### src/fha_pkg.sv
// Shared types, codes and constants for the first-fit heap allocator.
// No dependencies; imported by every module of the block.
package fha_pkg;

  localparam int HEAP_BYTES_DEF   = 65536;
  localparam int HEADER_BYTES_DEF = 8;
  localparam int LIMIT_W          = 17;
  localparam logic [LIMIT_W-1:0] LIMIT_RESET = 17'd2048;
  localparam int CW               = 19;  // width for need and split compares
  localparam int SPLIT_SLACK      = 16;

  localparam logic ACT_ALLOC = 1'b0;
  localparam logic ACT_FREE  = 1'b1;

  localparam logic [1:0] ST_OK      = 2'd0;
  localparam logic [1:0] ST_NOFIT   = 2'd1;
  localparam logic [1:0] ST_REFUSED = 2'd2;

  typedef struct packed {
    logic        action;
    logic [15:0] request_size;
    logic [15:0] block_address;
  } in_t;

  typedef struct packed {
    logic [15:0] payload_address;
    logic [1:0]  status;
  } out_t;

  typedef enum logic [4:0] {
    CMD_IDLE,
    CMD_LOAD,
    CMD_A_SEED,
    CMD_A_FIRST,
    CMD_A_STEP,
    CMD_A_SPLIT1,
    CMD_A_SPLIT2,
    CMD_A_TAKE,
    CMD_F_RDH,
    CMD_F_CLR,
    CMD_F_STEP,
    CMD_F_LAST,
    CMD_F_RD1,
    CMD_F_RD2,
    CMD_F_CALC,
    CMD_F_M1,
    CMD_F_M2,
    CMD_RES
  } cmd_t;

  typedef struct packed {
    cmd_t       cmd;
    logic [1:0] code;
  } ctl_t;

  typedef struct packed {
    logic act;
    logic refuse;
    logic empty;
    logic bad;
    logic used;
    logic found;
    logic split;
    logic a_end;
    logic f_brk;
    logic f_end;
  } sts_t;

endpackage

### src/fha_ctrl.sv
// Controller state machine: sequences list walks and updates, owns handshakes.
// Drives fha_datapath by command; depends on fha_pkg.
module fha_ctrl (
  input  logic          clk,
  input  logic          rst_n,
  input  logic          in_valid,
  output logic          in_ready,
  output logic          out_valid,
  input  logic          out_ready,
  input  fha_pkg::sts_t sts,
  output fha_pkg::ctl_t ctl
);
  import fha_pkg::*;

  typedef enum logic [3:0] {
    S_IDLE, S_DISP, S_A_FIRST, S_A_WALK, S_A_SPLIT1, S_A_SPLIT2, S_A_TAKE,
    S_F_CHK, S_F_WALK, S_F_LAST, S_F_RD1, S_F_RD2, S_F_CALC, S_F_M1, S_F_M2,
    S_DONE
  } state_t;

  state_t     state_r, state_nxt;
  logic [1:0] code_r, code_nxt;
  logic       out_valid_r, out_valid_nxt;
  cmd_t       cmd;

  always_comb begin
    state_nxt = state_r;
    code_nxt  = code_r;
    cmd       = CMD_IDLE;
    case (state_r)
      S_IDLE: begin
        if (in_valid) begin
          cmd       = CMD_LOAD;
          state_nxt = S_DISP;
        end
      end
      S_DISP: begin
        if (sts.act == ACT_ALLOC) begin
          if (sts.refuse) begin
            code_nxt  = ST_REFUSED;
            state_nxt = S_DONE;
          end else if (sts.empty) begin
            code_nxt  = ST_NOFIT;
            state_nxt = S_DONE;
          end else begin
            cmd       = CMD_A_SEED;
            state_nxt = S_A_FIRST;
          end
        end else if (sts.bad) begin
          code_nxt  = ST_OK;
          state_nxt = S_DONE;
        end else begin
          cmd       = CMD_F_RDH;
          state_nxt = S_F_CHK;
        end
      end
      S_A_FIRST: begin
        cmd       = CMD_A_FIRST;
        state_nxt = S_A_WALK;
      end
      S_A_WALK: begin
        cmd = CMD_A_STEP;
        if (sts.found) begin
          state_nxt = sts.split ? S_A_SPLIT1 : S_A_TAKE;
        end else if (sts.a_end) begin
          code_nxt  = ST_NOFIT;
          state_nxt = S_DONE;
        end
      end
      S_A_SPLIT1: begin
        cmd       = CMD_A_SPLIT1;
        state_nxt = S_A_SPLIT2;
      end
      S_A_SPLIT2, S_A_TAKE: begin
        cmd       = (state_r == S_A_TAKE) ? CMD_A_TAKE : CMD_A_SPLIT2;
        code_nxt  = ST_OK;
        state_nxt = S_DONE;
      end
      S_F_CHK: begin
        code_nxt = ST_OK;
        if (!sts.used) begin
          state_nxt = S_DONE;
        end else begin
          cmd       = CMD_F_CLR;
          state_nxt = sts.empty ? S_DONE : S_F_WALK;
        end
      end
      S_F_WALK: begin
        cmd = CMD_F_STEP;
        if (sts.f_brk) state_nxt = S_F_RD1;
        else if (sts.f_end) state_nxt = S_F_LAST;
      end
      S_F_LAST: begin
        cmd       = CMD_F_LAST;
        state_nxt = S_F_RD1;
      end
      S_F_RD1: begin
        cmd       = CMD_F_RD1;
        state_nxt = S_F_RD2;
      end
      S_F_RD2: begin
        cmd       = CMD_F_RD2;
        state_nxt = S_F_CALC;
      end
      S_F_CALC: begin
        cmd       = CMD_F_CALC;
        state_nxt = S_F_M1;
      end
      S_F_M1: begin
        cmd       = CMD_F_M1;
        state_nxt = S_F_M2;
      end
      S_F_M2: begin
        cmd       = CMD_F_M2;
        code_nxt  = ST_OK;
        state_nxt = S_DONE;
      end
      S_DONE: begin
        if (!out_valid_r || out_ready) begin
          cmd       = CMD_RES;
          state_nxt = S_IDLE;
        end
      end
      default: state_nxt = S_IDLE;
    endcase
    if (cmd == CMD_RES) out_valid_nxt = 1'b1;
    else if (out_ready) out_valid_nxt = 1'b0;
    else out_valid_nxt = out_valid_r;
  end

  always_ff @(posedge clk) begin
    if (!rst_n) begin
      state_r     <= S_IDLE;
      code_r      <= ST_OK;
      out_valid_r <= 1'b0;
    end else begin
      state_r     <= state_nxt;
      code_r      <= code_nxt;
      out_valid_r <= out_valid_nxt;
    end
  end

  assign in_ready  = (state_r == S_IDLE);
  assign out_valid = out_valid_r;
  assign ctl.cmd   = cmd;
  assign ctl.code  = code_r;

  a_no_overwrite: assert property (@(posedge clk) disable iff (!rst_n)
    cmd == CMD_RES |-> (!out_valid_r || out_ready))
    else $error("result register overwritten while pending");

  a_load_disp: assert property (@(posedge clk) disable iff (!rst_n)
    in_valid && in_ready |=> state_r == S_DISP)
    else $error("accepted request not dispatched");

  a_done_hold: assert property (@(posedge clk) disable iff (!rst_n)
    state_r == S_DONE && out_valid_r && !out_ready |=> state_r == S_DONE)
    else $error("finished request left before result slot freed");

endmodule
### config.mk
export PLATFORM = sky130hd
export DESIGN_NAME = fha_ctrl
export DESIGN_NICKNAME = d
export VERILOG_FILES = /design/src/fha_pkg.sv /design/src/fha_ctrl.sv
export SDC_FILE = /design/constraint.sdc
export NUM_CORES = 1
export LEC_CHECK = 0
export ABC_AREA = 1
export BUFFER_PORTS_ARGS = -buffer_cell sky130_fd_sc_hd__buf_4
export CAP_MARGIN = 20
export CORE_UTILIZATION = 45
export DETAILED_ROUTE_END_ITERATION = 6
export HOLD_SLACK_MARGIN = 0.03
export PLACE_DENSITY_LB_ADDON = 0.08
export SLEW_MARGIN = 10
export SYNTH_ARGS = -nofsm -noshare
export SYNTH_HDL_FRONTEND = slang
export SYNTH_SLANG_ARGS = --single-unit
### constraint.sdc
create_clock -name clk -period 1.17 [get_ports clk]
set_input_delay 0.117 -clock clk [delete_from_list [all_inputs] [get_ports clk]]
set_output_delay 0.117 -clock clk [all_outputs]
set_load 0.01 [all_outputs]
==> flow_summary.yaml <==
worst_setup_path:
  timing.critical_path.fanout_max: 6
  r2r.worst_path.cells: 10
  path_common_cell: "nor2_1"
  worst_r2r_startpoint: "state_r[3]"
  timing.critical_path.slowest_stage_cell: "dfxtp_4"
  cp_startpoint_kind: "register"
  critPathLaunch: "state_r[3]"
  worstSetupPathType: "reg2out"
  crit_path_end_kind: "output pin"
  worst_setup_ep: "ctl[2]"
  worstReg2RegEnd: "code_r[1]"
  timing.critical_path.cells: "buf_12, nor2_2, o21ai_0, nand3_1, nor2_1, nor2_1, buf_4"
  regToRegSetupSlack_ns: -0.28
  critPathRequiredTime_ns: 1.05
  worst_ep_arrival_time_ns: 1.39
  max_stage_delay_ns: 0.37
die:
  initial_core_util_pct: 49.4
  rows: 14
  die_width_um: 43.1
  coreArea_um2: 1540
  io_pins: 23
  die_area_um2: 1860
  overall_die_height_um: 43.1
synth:
  asyncSetResetFlopFracSynth_pct: 0
  synth.top_cell.area_share_pct: 21.7
  synth_commonest_cells: "44 x nand2_1, 23 x nor2_1, 22 x inv_1"
  netlist.top_cell.by_area: "nand2_1"
  synth_edf_count: 0
  synth_top_cells_by_area: "nand2_1 22%, dfxtp_1 18%, nor2_1 11%"
  yosysMostFrequentCell: "nand2_1"
  synth_top_flop_cell: "dfxtp_1"
  synth_area_um2: 761
  avg_synthesized_cell_area_um2: 5.43
  proportion_of_synthesized_chip_area_in_sequential_cells_pct: 18.4
  synth_cells: 140
  ys_ff_latch: 7
  netlist-cell-type-count: 22
  synth.net_count: 154
  synth.yosys.warnings: 0
global_routing:
  groute.usage.overall_pct: 31.9
  grt_overflow: 0
  first_global_vias: 1068
  antenna_found_initial: 0
  grt_max_degree: 8
  global_route_wire_length_before_repair_um: 4490
sta:
  clock.fmax_ghz: 0.662
  rsz0062_at_grt: "true"
  final_min_period_over_clock_period_pct: 129
  timing.final.ws_setup_ns: -0.341
  worst_pin_slew_ns: 0.224
  setup_viol: 12
  max-slew-margin-rel_pct: 85.0
  clk_skew_ns: 0.0133
  fin_tns_setup_ns: -3.34
  slew_viol_final: 0
  period_needed_ns: 1.51
  hold_viol_final: 0
layout:
  post_route_cells_drive_above_1_share_pct: 52.9
  layout-area-overhead-vs-synth_pct: 72.9
  finish.cell_count_without_fillers: 203
  final_nets: 202
  antenna-diode-count: 0
  stdcell_area_um2: 1320
place:
  io_buffer_count: 22
  globalplace.congestion: 0.910
  placedInstanceArea_um2: 1060
  detailed_place_hpwl_um: 1780
  instance_count_after_placement_with_tap_cells_included: 191
routing:
  wl_per_cell_um: 15.7
  drt_iter0_drc: 45
  detail_route.first_pass.iterations: 4
  routed_via_density: 5.60
  dr_total_vias: 1136
  drt-total-wl_um: 3180
  antenna_left: 0
  drc: 0
power_and_ir_drop:
  power_density_nw_per_um2: 2680
  p_leak_uw: 0.000713
  ir_drop_uv: 2380
  total_power_uw: 3530
clock_network:
  cts_max_path_buffers: 2
  cts_made_buffers: 3
  tritoncts_clock_tree: "built"
  cts-htree-levels: 1
  root_buffer: "clkbuf_4"
  clk_pin_slew_worst_setup_hold_paths_ns: 0.06
  cts-hold-fix-buffers: 0
  clock_latency_on_the_worst_skew_pair_ns: 0.27
  cts.sink_count: 7
run_status:
  outcome: "complete, but fails checks"
  violations: "negative setup slack"
worst_hold_path:
  timing.hold.worst.class: "in2reg"
job:
  cap_violations: 0
[routing by layer]
| metal | routed length [µm] | GRT usage [%] | part of all wire (%) | vias up |
|---|---|---|---|---|
| met4 | 130 | 20.0 | 4.1 | 0 |
| met5 | 0 | 0 | 0 | - |
| met1 | 1200 | 37.6 | 38 | 528 |
| li1 | - | - | - | 531 |
| met2 | 1640 | 52.8 | 51 | 61 |
| met3 | 212 | 5.11 | 6.7 | 16 |
[metrics by stage]
step	setup slack [ns]	utilization, %	hold slack [ns]
2_1_floorplan	-0.000955	-	0.237
3_3_place_gp	-0.173	68.9	0.372
3_5_place_dp	-0.194	68.9	0.384
4_1_cts	-0.306	79.0	0.121
5_1_grt	-0.383	85.3	0.123
6_report	-0.341	85.3	0.119
[final cells by class]
class	count	area (µm²)
clock buffers	4	26.3
fillers	89	226
inverters	24	92.6
multi-input cells	108	659
flip-flops and latches	7	155
well taps	16	20.0
repair buffers	44	362
[registers in the layout, indices dropped and copies added, names as in the netlist]
name / count
out_valid: 1
state_r: 4
code_r: 2
[where the power goes]
group | switching [µW] | internal [µW] | leakage [µW]
sequential | 164 | 367 | 0.0000601
combinational | 1490 | 1280 | 0.000638
clock | 104 | 131 | 0.0000150
[how the worst min path moves through the flow]
stage           from   endpoint  slack (ns)  depth (start not counted)
6_report       rst_n  code_r[0]        0.12                          3
5_1_grt        rst_n  code_r[1]        0.12                          3
4_1_cts        rst_n  code_r[0]        0.12                          3
3_5_place_dp   rst_n  code_r[1]        0.38                          3
3_3_place_gp   rst_n  code_r[0]        0.37                          3
2_1_floorplan  rst_n  code_r[0]        0.24                          2
[logic make-up (layout without fill, tap and decap cells)]
logic type | count (synthesis) | in the layout | synth area share, %
AND/OR/NAND/NOR | 92 | 92 | 55.6
buffers and inverters | 25 | 72 | 13.2
AO/OA/AOI/OAI | 15 | 15 | 11.7
flip-flops | 7 | 7 | 18.4
XOR/XNOR | 1 | 1 | 1.15
[repair_timing]
item / in CTS / in global routing
endpoints found under the setup margin: 13 / 12
setup buffers: 6 / 2
pin swaps: 13 / 7
resized for setup: 28 / 24
cloned: 0 / 0
[cells in the final DEF (no fill, tap or decap), drive strengths merged]
cell,count
a21oi,8
buf,44
xor2,1
inv,23
nor3b,1
nand4,2
nor3,1
nand2,52
o21ai,4
o2111ai,2
nand3,8
nor2,28
dfxtp,7
o211ai,1
clkbuf,4
clkinv,1
[worst max-delay path: cells and delay by family, from the launching register on]
family | cells | cell delay [ns]
compound gates | 1 | 0.11
buf+inv | 2 | 0.26
simple gates | 4 | 0.39
flops | 1 | 0.37
Note: power is estimated with default switching activity, not from simulation.
